$ cat src/rtl/ptt_pkg.sv
// ----------------------------------------------------------------------------
// ptt_pkg - shared types and constants of the pending request timeout table
// command and status codes, sequencer states, slot word layout
// ----------------------------------------------------------------------------
package ptt_pkg;

   localparam int unsigned DEFAULT_TABLE_DEPTH = 16;
   localparam int unsigned MAX_RESULTS         = 16;
   localparam int unsigned CNT_W               = $clog2(MAX_RESULTS + 1);

   localparam int unsigned CMD_W     = 2;
   localparam int unsigned KEY_W     = 32;
   localparam int unsigned PAYLOAD_W = 16;
   localparam int unsigned TIMEOUT_W = 32;
   localparam int unsigned STATUS_W  = 3;

   typedef enum logic [CMD_W-1:0] {
      CMD_INSERT = 2'd0,
      CMD_REMOVE = 2'd1,
      CMD_TICK   = 2'd2,
      CMD_LIST   = 2'd3
   } cmd_type;

   typedef enum logic [STATUS_W-1:0] {
      ST_INSERTED  = 3'd0,
      ST_DUPLICATE = 3'd1,
      ST_FULL      = 3'd2,
      ST_REMOVED   = 3'd3,
      ST_NOT_FOUND = 3'd4,
      ST_EXPIRED   = 3'd5,
      ST_LISTED    = 3'd6
   } status_type;

   typedef enum logic [1:0] {
      S_IDLE = 2'd0,
      S_SCAN = 2'd1,
      S_DONE = 2'd2
   } state_type;

   // one slot as stored in the slot memory
   typedef struct packed {
      logic [KEY_W-1:0]     key;
      logic [PAYLOAD_W-1:0] payload;
      logic [TIMEOUT_W-1:0] countdown;
   } slot_word_type;

   localparam int unsigned SLOT_W = $bits(slot_word_type);

   // verdict of the shared slot unit for the slot under scan
   typedef struct packed {
      logic                 live;
      logic                 key_hit;
      logic                 expire;
      logic [TIMEOUT_W-1:0] countdown_dec;
   } slot_eval_type;

endpackage

$ cat src/rtl/ptt_ram.sv
// ----------------------------------------------------------------------------
// ptt_ram - generic single write, single read ram
// one write port, one read port with registered read data
// ----------------------------------------------------------------------------
module ptt_ram #(
   parameter  int unsigned WIDTH  = 8,
   parameter  int unsigned DEPTH  = 16,
   localparam int unsigned ADDR_W = $clog2(DEPTH)
) (
   input  logic              clock,
   input  logic              wr_en,
   input  logic [ADDR_W-1:0] wr_addr,
   input  logic [WIDTH-1:0]  wr_data,
   input  logic              rd_en,
   input  logic [ADDR_W-1:0] rd_addr,
   output logic [WIDTH-1:0]  rd_data
);

   logic [WIDTH-1:0] mem_ff [DEPTH];
   logic [WIDTH-1:0] rd_data_ff;

   always_ff @(posedge clock) begin
      if (wr_en) begin
         mem_ff[wr_addr] <= wr_data;
      end
      if (rd_en) begin
         rd_data_ff <= mem_ff[rd_addr];
      end
   end

   assign rd_data = rd_data_ff;

endmodule

$ cat src/rtl/ptt_slot_alu.sv
// ----------------------------------------------------------------------------
// ptt_slot_alu - shared compare and decrement unit
// judges one slot per cycle: key match, expiry, aged countdown
// ----------------------------------------------------------------------------
module ptt_slot_alu (
   input  logic                          slot_live,
   input  ptt_pkg::slot_word_type        slot_word,
   input  logic [ptt_pkg::KEY_W-1:0]     req_key,
   output ptt_pkg::slot_eval_type        eval
);
   import ptt_pkg::*;

   always_comb begin
      eval.live          = slot_live;
      eval.key_hit       = slot_live && (slot_word.key == req_key);
      eval.expire        = slot_live && (slot_word.countdown <= TIMEOUT_W'(1));
      eval.countdown_dec = slot_word.countdown - TIMEOUT_W'(1);
   end

endmodule

$ cat src/rtl/pending_request_timeout_table.sv
// ----------------------------------------------------------------------------
// pending_request_timeout_table - table of outstanding requests with timeout
// insert, remove, tick aging and key listing over a slot scan
// ----------------------------------------------------------------------------
// A command is taken when start is high and busy is low. Every command scans
// all TABLE_DEPTH slots, one slot per cycle through the single read port of
// the slot memory, so busy stays high from the accept through the scan and
// the done state, and no new command is taken until that command is done.
// Results come out on rsp_* for exactly one cycle each, marked by rsp_strobe,
// in slot order; the receiver must take them as they come. Insert and remove
// give one result each. Tick gives one result per expired entry and list one
// per valid key, at most MAX_RESULTS each, and nothing when there is nothing
// to report. rsp_last marks the final result of a command. The slot valid
// bits clear at reset; slot contents need no clearing pass.
// ----------------------------------------------------------------------------
module pending_request_timeout_table #(
   parameter int unsigned TABLE_DEPTH = ptt_pkg::DEFAULT_TABLE_DEPTH
) (
   input  logic                              clock,
   input  logic                              reset,
   // command side
   input  logic                              start,
   output logic                              busy,
   input  logic [ptt_pkg::CMD_W-1:0]         req_command,
   input  logic [ptt_pkg::KEY_W-1:0]         req_key,
   input  logic [ptt_pkg::PAYLOAD_W-1:0]     req_payload,
   input  logic [ptt_pkg::TIMEOUT_W-1:0]     req_timeout_ticks,
   // result side
   output logic                              rsp_strobe,
   output logic [ptt_pkg::STATUS_W-1:0]      rsp_status,
   output logic [ptt_pkg::KEY_W-1:0]         rsp_key_res,
   output logic [ptt_pkg::PAYLOAD_W-1:0]     rsp_payload_res,
   output logic                              rsp_last
);
   import ptt_pkg::*;

   localparam int unsigned IDX_W = $clog2(TABLE_DEPTH);
   localparam logic [IDX_W-1:0] LAST_IDX = IDX_W'(TABLE_DEPTH - 1);

   // sequencer and scan pipeline
   state_type             state_ff, state_in;
   logic [IDX_W-1:0]      issue_idx_ff, issue_idx_in;
   logic                  issue_done_ff, issue_done_in;
   logic                  proc_valid_ff, proc_valid_in;
   logic [IDX_W-1:0]      proc_idx_ff, proc_idx_in;

   // latched command item
   cmd_type               cmd_ff, cmd_in;
   logic [KEY_W-1:0]      key_ff, key_in;
   logic [PAYLOAD_W-1:0]  payload_ff, payload_in;
   logic [TIMEOUT_W-1:0]  timeout_ff, timeout_in;

   // slot valid bits
   logic [TABLE_DEPTH-1:0] valid_ff, valid_in;

   // lookup results gathered over the scan
   logic                  hit_ff, hit_in;
   logic [IDX_W-1:0]      hit_idx_ff, hit_idx_in;
   logic [PAYLOAD_W-1:0]  hit_payload_ff, hit_payload_in;
   logic                  free_found_ff, free_found_in;
   logic [IDX_W-1:0]      free_idx_ff, free_idx_in;

   // result count and one held-back result, so last can be set on the final one
   logic [CNT_W-1:0]      cnt_ff, cnt_in;
   logic                  pend_valid_ff, pend_valid_in;
   status_type            pend_status_ff, pend_status_in;
   logic [KEY_W-1:0]      pend_key_ff, pend_key_in;
   logic [PAYLOAD_W-1:0]  pend_payload_ff, pend_payload_in;

   // result output register
   logic                  rsp_strobe_ff, rsp_strobe_in;
   status_type            rsp_status_ff, rsp_status_in;
   logic [KEY_W-1:0]      rsp_key_ff, rsp_key_in;
   logic [PAYLOAD_W-1:0]  rsp_payload_ff, rsp_payload_in;
   logic                  rsp_last_ff, rsp_last_in;

   // slot memory
   logic                  ram_wr_en;
   logic [IDX_W-1:0]      ram_wr_addr;
   slot_word_type         ram_wr_word;
   logic                  ram_rd_en;
   logic [SLOT_W-1:0]     ram_rd_data;
   slot_word_type         rd_word;
   slot_eval_type         eval;

   // new result found while scanning
   logic                  new_res;
   status_type            new_status;
   logic [KEY_W-1:0]      new_key;
   logic [PAYLOAD_W-1:0]  new_payload;

   ptt_ram #(
      .WIDTH (SLOT_W),
      .DEPTH (TABLE_DEPTH)
   ) u_slot_ram (
      .clock   (clock),
      .wr_en   (ram_wr_en),
      .wr_addr (ram_wr_addr),
      .wr_data (ram_wr_word),
      .rd_en   (ram_rd_en),
      .rd_addr (issue_idx_ff),
      .rd_data (ram_rd_data)
   );

   assign rd_word = slot_word_type'(ram_rd_data);

   ptt_slot_alu u_slot_alu (
      .slot_live (valid_ff[proc_idx_ff]),
      .slot_word (rd_word),
      .req_key   (key_ff),
      .eval      (eval)
   );

   always_comb begin
      state_in        = state_ff;
      issue_idx_in    = issue_idx_ff;
      issue_done_in   = issue_done_ff;
      proc_valid_in   = 1'b0;
      proc_idx_in     = proc_idx_ff;
      cmd_in          = cmd_ff;
      key_in          = key_ff;
      payload_in      = payload_ff;
      timeout_in      = timeout_ff;
      valid_in        = valid_ff;
      hit_in          = hit_ff;
      hit_idx_in      = hit_idx_ff;
      hit_payload_in  = hit_payload_ff;
      free_found_in   = free_found_ff;
      free_idx_in     = free_idx_ff;
      cnt_in          = cnt_ff;
      pend_valid_in   = pend_valid_ff;
      pend_status_in  = pend_status_ff;
      pend_key_in     = pend_key_ff;
      pend_payload_in = pend_payload_ff;
      rsp_strobe_in   = 1'b0;
      rsp_status_in   = rsp_status_ff;
      rsp_key_in      = rsp_key_ff;
      rsp_payload_in  = rsp_payload_ff;
      rsp_last_in     = 1'b0;
      ram_wr_en       = 1'b0;
      ram_wr_addr     = proc_idx_ff;
      ram_wr_word     = '{key: rd_word.key, payload: rd_word.payload,
                          countdown: eval.countdown_dec};
      ram_rd_en       = 1'b0;
      new_res         = 1'b0;
      new_status      = ST_LISTED;
      new_key         = rd_word.key;
      new_payload     = '0;

      unique case (state_ff)
         S_IDLE: begin
            if (start) begin
               cmd_in        = cmd_type'(req_command);
               key_in        = req_key;
               payload_in    = req_payload;
               // a zero timeout behaves as one tick
               timeout_in    = (req_timeout_ticks == '0) ? TIMEOUT_W'(1) : req_timeout_ticks;
               issue_idx_in  = '0;
               issue_done_in = 1'b0;
               hit_in        = 1'b0;
               free_found_in = 1'b0;
               cnt_in        = '0;
               pend_valid_in = 1'b0;
               state_in      = S_SCAN;
            end
         end

         S_SCAN: begin
            // read side: one slot address per cycle
            if (!issue_done_ff) begin
               ram_rd_en     = 1'b1;
               proc_valid_in = 1'b1;
               proc_idx_in   = issue_idx_ff;
               if (issue_idx_ff == LAST_IDX) begin
                  issue_done_in = 1'b1;
               end else begin
                  issue_idx_in = issue_idx_ff + IDX_W'(1);
               end
            end

            // process side: slot read in the previous cycle
            if (proc_valid_ff) begin
               unique case (cmd_ff)
                  CMD_INSERT, CMD_REMOVE: begin
                     if (eval.key_hit && !hit_ff) begin
                        hit_in         = 1'b1;
                        hit_idx_in     = proc_idx_ff;
                        hit_payload_in = rd_word.payload;
                     end
                     if (!eval.live && !free_found_ff) begin
                        free_found_in = 1'b1;
                        free_idx_in   = proc_idx_ff;
                     end
                  end
                  CMD_TICK: begin
                     if (eval.expire) begin
                        // past the result limit the entry waits for a later tick
                        if (cnt_ff < CNT_W'(MAX_RESULTS)) begin
                           valid_in[proc_idx_ff] = 1'b0;
                           new_res     = 1'b1;
                           new_status  = ST_EXPIRED;
                           new_payload = rd_word.payload;
                        end
                     end else if (eval.live) begin
                        ram_wr_en = 1'b1;
                     end
                  end
                  CMD_LIST: begin
                     if (eval.live && (cnt_ff < CNT_W'(MAX_RESULTS))) begin
                        new_res    = 1'b1;
                        new_status = ST_LISTED;
                     end
                  end
               endcase

               if (new_res) begin
                  cnt_in = cnt_ff + CNT_W'(1);
                  // a newer result shows the held one is not the final one
                  if (pend_valid_ff) begin
                     rsp_strobe_in  = 1'b1;
                     rsp_status_in  = pend_status_ff;
                     rsp_key_in     = pend_key_ff;
                     rsp_payload_in = pend_payload_ff;
                     rsp_last_in    = 1'b0;
                  end
                  pend_valid_in   = 1'b1;
                  pend_status_in  = new_status;
                  pend_key_in     = new_key;
                  pend_payload_in = new_payload;
               end

               if (proc_idx_ff == LAST_IDX) begin
                  state_in = S_DONE;
               end
            end
         end

         S_DONE: begin
            state_in = S_IDLE;
            unique case (cmd_ff)
               CMD_INSERT: begin
                  rsp_strobe_in  = 1'b1;
                  rsp_key_in     = key_ff;
                  rsp_payload_in = '0;
                  rsp_last_in    = 1'b1;
                  if (hit_ff) begin
                     rsp_status_in = ST_DUPLICATE;
                  end else if (free_found_ff) begin
                     rsp_status_in         = ST_INSERTED;
                     ram_wr_en             = 1'b1;
                     ram_wr_addr           = free_idx_ff;
                     ram_wr_word           = '{key: key_ff, payload: payload_ff,
                                               countdown: timeout_ff};
                     valid_in[free_idx_ff] = 1'b1;
                  end else begin
                     rsp_status_in = ST_FULL;
                  end
               end
               CMD_REMOVE: begin
                  rsp_strobe_in = 1'b1;
                  rsp_key_in    = key_ff;
                  rsp_last_in   = 1'b1;
                  if (hit_ff) begin
                     rsp_status_in        = ST_REMOVED;
                     rsp_payload_in       = hit_payload_ff;
                     valid_in[hit_idx_ff] = 1'b0;
                  end else begin
                     rsp_status_in  = ST_NOT_FOUND;
                     rsp_payload_in = '0;
                  end
               end
               CMD_TICK, CMD_LIST: begin
                  // the held result, if any, is the final one
                  if (pend_valid_ff) begin
                     rsp_strobe_in  = 1'b1;
                     rsp_status_in  = pend_status_ff;
                     rsp_key_in     = pend_key_ff;
                     rsp_payload_in = pend_payload_ff;
                     rsp_last_in    = 1'b1;
                  end
                  pend_valid_in = 1'b0;
               end
            endcase
         end

         default: begin
            state_in = S_IDLE;
         end
      endcase
   end

   // control state
   always_ff @(posedge clock) begin
      if (reset) begin
         state_ff      <= S_IDLE;
         issue_done_ff <= 1'b0;
         proc_valid_ff <= 1'b0;
         valid_ff      <= '0;
         pend_valid_ff <= 1'b0;
         rsp_strobe_ff <= 1'b0;
      end else begin
         state_ff      <= state_in;
         issue_done_ff <= issue_done_in;
         proc_valid_ff <= proc_valid_in;
         valid_ff      <= valid_in;
         pend_valid_ff <= pend_valid_in;
         rsp_strobe_ff <= rsp_strobe_in;
      end
   end

   // datapath registers
   always_ff @(posedge clock) begin
      issue_idx_ff    <= issue_idx_in;
      proc_idx_ff     <= proc_idx_in;
      cmd_ff          <= cmd_in;
      key_ff          <= key_in;
      payload_ff      <= payload_in;
      timeout_ff      <= timeout_in;
      hit_ff          <= hit_in;
      hit_idx_ff      <= hit_idx_in;
      hit_payload_ff  <= hit_payload_in;
      free_found_ff   <= free_found_in;
      free_idx_ff     <= free_idx_in;
      cnt_ff          <= cnt_in;
      pend_status_ff  <= pend_status_in;
      pend_key_ff     <= pend_key_in;
      pend_payload_ff <= pend_payload_in;
      rsp_status_ff   <= rsp_status_in;
      rsp_key_ff      <= rsp_key_in;
      rsp_payload_ff  <= rsp_payload_in;
      rsp_last_ff     <= rsp_last_in;
   end

   assign busy            = (state_ff != S_IDLE);
   assign rsp_strobe      = rsp_strobe_ff;
   assign rsp_status      = rsp_status_ff;
   assign rsp_key_res     = rsp_key_ff;
   assign rsp_payload_res = rsp_payload_ff;
   assign rsp_last        = rsp_last_ff;

endmodule

$ cat config.mk
export PLATFORM = sky130hd
export DESIGN_NAME = pending_request_timeout_table
export DESIGN_NICKNAME = d
export VERILOG_FILES = /design/src/rtl/ptt_pkg.sv /design/src/rtl/ptt_ram.sv /design/src/rtl/ptt_slot_alu.sv /design/src/rtl/pending_request_timeout_table.sv
export SDC_FILE = /design/constraint.sdc
export NUM_CORES = 2
export LEC_CHECK = 0
export BUFFER_PORTS_ARGS = -buffer_cell sky130_fd_sc_hd__buf_4
export CORE_MARGIN = 2
export CORE_UTILIZATION = 40
export CTS_CLUSTER_SIZE = 20
export DETAILED_ROUTE_END_ITERATION = 8
export PLACE_DENSITY_LB_ADDON = 0.12
export SLEW_MARGIN = 10
export SYNTH_ARGS = -nofsm -noshare
export SYNTH_HDL_FRONTEND = slang
export SYNTH_SLANG_ARGS = --single-unit
$ cat constraint.sdc
create_clock -name clock -period 14.5 [get_ports clock]
set_input_delay 3.625 -clock clock [delete_from_list [all_inputs] [get_ports clock]]
set_output_delay 3.625 -clock clock [all_outputs]
set_load 0.02 [all_outputs]
# Word-level counts from Yosys, hierarchy flattened
# Memories as Yosys holds them, arrays and structs flattened. A register that Yosys moved wholly into a read port is not among the register bits.
# Cells that the tools add are included.
# W data, S select, Z words.
[totals] register_bits=246 ram_bits=1280 mem_count=1 out_inout_bits=54 in_bits=85
[memory_table] memory="u_slot_ram.mem_ff" depth=16 word_bits=80 read_ports=1 rd_ports_with_merged_regs=1 write_ports=1 line="ptt_ram.sv:19" source="logic [WIDTH-1:0] mem_ff [DEPTH];"
[classes] muxes=96 n_addsub=3 reduce_logical=36 n_bitwise=6 eq_ne=25 magnitude_cmp=8
[ops] operator="$mux W80" n=4
[ops] operator="$mux W16" n=11
[ops] operator="$pmux W32 S2" n=2
[ops] operator="$mux W32" n=3
[ops] operator="$pmux W16 S2" n=3
[ops] operator="$pmux W16 S3" n=1
[ops] operator="$mux W1" n=35
[ops] operator="$and A16 B16 Y16" n=2
[ops] operator="$eq A32 B32 Y1" n=1
[ops] operator="$le A32 B1 Y1 const B" n=1
[ops] operator="$logic_not A32 Y1" n=1
[ops] operator="$not A16 Y16" n=2
[ops] operator="$sub A32 B1 Y32 const B" n=1
[ops] operator="$mux W4" n=7
[ops] operator="$ne A2 B2 Y1 const B" n=13
[ops] operator="$or A16 B16 Y16" n=1
[ops] operator="$reduce_and A4 Y1" n=4
[ops] operator="$lt A4 B5 Y1 const B" n=3
[ops] operator="$mux W5" n=3
[ops] operator="$reduce_and A5 Y1" n=3
[ops] operator="$pmux W1 S2" n=7
[ops] operator="$demux W1 S4" n=3
[ops] operator="$ge A4 B1 Y1 const B" n=3
[ops] operator="$mux W2" n=6
[ops] operator="other kinds (26)" n=54

# Longest topological paths before layout
[logic_depth] depth_word=11 ltp_mapped=10 depth_no_buf=8

# Hierarchy
# Synthesis repeated with hierarchy kept, for this count alone.
[unflattened] hier_cells=2971 area_unflattened_um2=62170.9
[by_module_without_submodules] mod="ptt_ram" n_inst=1 cells_each=2054 area_per_inst_um2=50223.2
[by_module_without_submodules] mod="pending_request_timeout_table" n_inst=1 cells_each=781 area_per_inst_um2=10975.5
[by_module_without_submodules] mod="ptt_slot_alu" n_inst=1 cells_each=136 area_per_inst_um2=972.2

# Least setup slack after synthesis
# OpenSTA, ideal clock, no wires.
[synth_path] kind="input-to-reg" start="input port start" end="register cnt_ff[0] (enable)" n_path_buf=0 arrival_time_ns=5.892 setup_slack_ns=8.255 cell_stages=4 path_cell_list="nand2_1 -> inv_1 -> a21oi_1 -> a21oi_1"
[synth_between] elab_chain_cells=2
[synth_lines] item="start, declared" line="pending_request_timeout_table.sv:22" source="input logic start,"
[synth_lines] item="$ne A2 B2 Y1 (no source line)"
[synth_lines] item="$reduce_and A4 Y1 (no source line)"
[synth_lines] item="end signal, assigned" line="pending_request_timeout_table.sv:324" source="cnt_ff <= cnt_in;"
[synth_lines] item="end, declared" line="pending_request_timeout_table.sv:64" source="logic [CNT_W-1:0] cnt_ff, cnt_in;"
# No other way between the ends.
# A chain may end at the register's enable or synchronous reset.

# Worst setup path after layout
[layout_path] start="input port start" end="register cnt_ff[2] (enable)"
# Same word-level chain as after synthesis.

==> results.json <==
{
  "r2r-end": "u_slot_ram.mem_ff[10][79]",
  "placed_area_um2": 65950,
  "synthDistinctLibCells": 58,
  "r2r_cells": 9,
  "viasPerCell": 5.591,
  "setup_violations": 0,
  "syn2layout_area_growth_pct": 14.48,
  "seq_area_um2": 47970,
  "post_cts_resized": 0,
  "endpoint": "cnt_ff[2]",
  "grt_pass1_wl_mm": 224.0,
  "grt_pass1_vias": 31350,
  "max-vdd-ir-drop_mv": 0.1132,
  "clock.fmax_mhz": 180.5,
  "power.leakage_uw": 0.02203,
  "worstPathCellList": "buf_4 > nand2_1 > inv_4 > buf_4 > a21oi_1 > a21oi_1",
  "crit_path_max_incr_delay_ns": 0.84,
  "syn_avg_cell_area_um2": 20.93,
  "io_buffers": 138,
  "dieArea_um2": 159000,
  "synth_warnings": 0,
  "regToRegSetupSlack_ns": 9.27,
  "synth_fp_nets": 3070,
  "htreeDepth": 4,
  "synth_edf_count": 1582,
  "maxCapViolations": 0,
  "crit_fanout": 50,
  "crit_arrival_ns": 5.95,
  "finalInstanceArea_um2": 71340,
  "slew_headroom": 0.1384,
  "grt_max_degree": 106,
  "cts-root-buf": "clkbuf_16",
  "min_path_type": "register to register",
  "drtPass1Iterations": 6,
  "die_y_um": 398.7,
  "ys_async_sr_fraction": 0,
  "netlist_instances": 2977,
  "clk-insertion-delay-late_ns": 0.77,
  "synth-seq-cells": 1605,
  "hold_viol": 0,
  "nFillCells": 12860,
  "tns_ns": 0,
  "required_ns": 14.91,
  "layout_commonest_cell": "edfxtp_1",
  "overflow": 0,
  "grt-busiest-layer": "met2",
  "status": "finished, final reports clean",
  "initial_utilization": 0.4036,
  "ant_nets": 0,
  "drive_above_1_share": 0.2677,
  "fin_crit_ns": 5.540,
  "worst_pin_slew_ns": 1.282,
  "use_met2": 0.3231,
  "final_cell_mix": "edfxtp_1, mux4_2, nand2_1",
  "use_met3": 0.02943,
  "cts_max_path_buffers": 3,
  "ys.flop_type": "edfxtp_1",
  "p_per_area_nw_per_um2": 145.8,
  "routabilityCongestion": 0.7871,
  "diodes": 0,
  "path_clk_slew_ns": 0.06,
  "final_util": 0.4621,
  "multi_input_area_um2": 13750,
  "cts_tree": "yes",
  "core-area_um2": 154400,
  "finalClockSkew_ns": 0.02709,
  "crit_path_start": "start",
  "crit_path_end_kind": "register",
  "hpwl_mm": 79.95,
  "whs_path_depth": 0,
  "route.vias.total": 29960,
  "routed_wl_mm": 154.4,
  "netlist_area_um2": 62320,
  "antenna_found_initial": 1,
  "r2r-start": "state_ff[0]",
  "slowest_stage": "buf_4",
  "grt_use_total": 0.1960,
  "finalCritPeriodShare": 0.3820,
  "fp-row-count": 144,
  "pin_count": 139,
  "grt_setup_unrepaired": "no",
  "drt-initial-drc-count": 2982,
  "gr-usage-met1": 0.2772,
  "cts_setup_buffers": 0,
  "cts_hold_buf": 0,
  "die_x_um": 398.7,
  "drc": 0,
  "detail_route.wl_per_cell_um": 28.81,
  "path_class": "primary input to register",
  "cts_sinks": 1605,
  "synth_seq_area_share": 0.7697,
  "numCtsBuffers": 172,
  "worstSetupStartpointType": "primary input",
  "nNetsFinal": 3275,
  "finalMaxSlewViolations": 0
}
==> critical path: cells and delay by family <==
kind	cells	cell delay [ns]
buf+inv	3	1.42
compound gates	2	0.70
simple gates	1	0.15
==> final cells by class <==
cell class	count	share of cell area
multi-input combinational	1181	0.1927
inverter	11	0.0006138
sequential	1605	0.6724
timing repair buffer	211	0.02343
clock buffer	225	0.06562
tap	2044	0.03585
clock inverter	81	0.009453
==> cell usage after synthesis (2+ instances only) <==
cell | count | share of area
buf_2 | 35 | 0.0028
clkbuf_1 | 123 | 0.0074
o21ai_1 | 8 | 0.00064
nor3_1 | 26 | 0.0021
mux4_2 | 404 | 0.15
inv_1 | 9 | 0.00054
o21bai_1 | 2 | 0.00024
a31o_1 | 15 | 0.0021
and3_1 | 7 | 0.00070
a21oi_1 | 32 | 0.0026
a211o_1 | 3 | 0.00042
and2_1 | 29 | 0.0029
nand4_1 | 8 | 0.00080
nand3_1 | 14 | 0.0011
mux2i_1 | 49 | 0.0079
a211oi_2 | 10 | 0.0020
nor4_1 | 21 | 0.0021
nand2b_1 | 5 | 0.00050
a31oi_1 | 6 | 0.00060
nand4b_1 | 2 | 0.00028
buf_6 | 3 | 0.00054
dfxtp_1 | 23 | 0.0074
xor2_1 | 38 | 0.0053
nor2b_1 | 15 | 0.0015
nand2_1 | 274 | 0.017
nor2_1 | 57 | 0.0034
buf_1 | 18 | 0.0011
xnor2_1 | 25 | 0.0035
or3_1 | 2 | 0.00020
nor4_4 | 2 | 0.00068
ha_1 | 8 | 0.0016
a22oi_2 | 2 | 0.00040
edfxtp_1 | 1582 | 0.76
a32oi_1 | 2 | 0.00028
o21ai_0 | 83 | 0.0067
or4_1 | 2 | 0.00024
a211oi_1 | 8 | 0.00096
nor3b_1 | 3 | 0.00036
nand3b_1 | 3 | 0.00036
==> report_power, final <==
part | leakage (µW) | switching, µW | internal (µW) | total (µW)
Clock | 0.00261 | 1750 | 2440 | 4190
Combinational | 0.00496 | 486 | 389 | 875
Sequential | 0.0145 | 61.2 | 5270 | 5330
==> how the worst min path moves through the flow <==
stage,from,endpoint,slack (ns)
2_1_floorplan,issue_idx_ff[3],proc_idx_ff[3],0.42
3_3_place_gp,u_slot_ram.rd_data[35],hit_payload_ff[3],0.48
3_5_place_dp,u_slot_ram.rd_data[72],pend_key_ff[24],0.48
4_1_cts,u_slot_ram.rd_data[43],hit_payload_ff[11],0.49
5_1_grt,u_slot_ram.rd_data[43],hit_payload_ff[11],0.51
6_report,u_slot_ram.rd_data[43],hit_payload_ff[11],0.48
==> state kept, by name, indices dropped and copies added (netlist names), 32 cells and up <==
register,flops
timeout_ff,32
u_slot_ram.mem_ff,1280
u_slot_ram.rd_data,80
pend_key_ff,32
rsp_key_res,32
key_ff,32
==> logic make-up (layout without fill, tap and decap cells) <==
kind of cell,Yosys count,after routing,share of synthesized area
xor+xnor,63,63,0.008854
buf+inv,191,528,0.01263
simple gates,478,478,0.03511
fa+ha+maj,8,8,0.001606
flops,1605,1605,0.7697
mux,453,453,0.1539
compound gates,179,179,0.01827
==> layer usage <==
metal  wire length, µm  share of wire
met5                 0              0
met1             67430           0.44
met3              7694          0.050
met2             76780           0.50
met4              2463          0.016
==> metrics by stage <==
step	total power, µW	std cells	hold slack (ns)	setup slack [ns]
after floorplan	6028	2977	0.4244	8.255
after global placement	6295	5047	0.4802	8.230
after detailed placement	6320	5050	0.4829	8.088
after CTS	10510	5356	0.4899	8.912
after global routing	10750	5358	0.5068	8.806
final	10400	5358	0.4793	8.961
(Power assumes the default switching activity.)
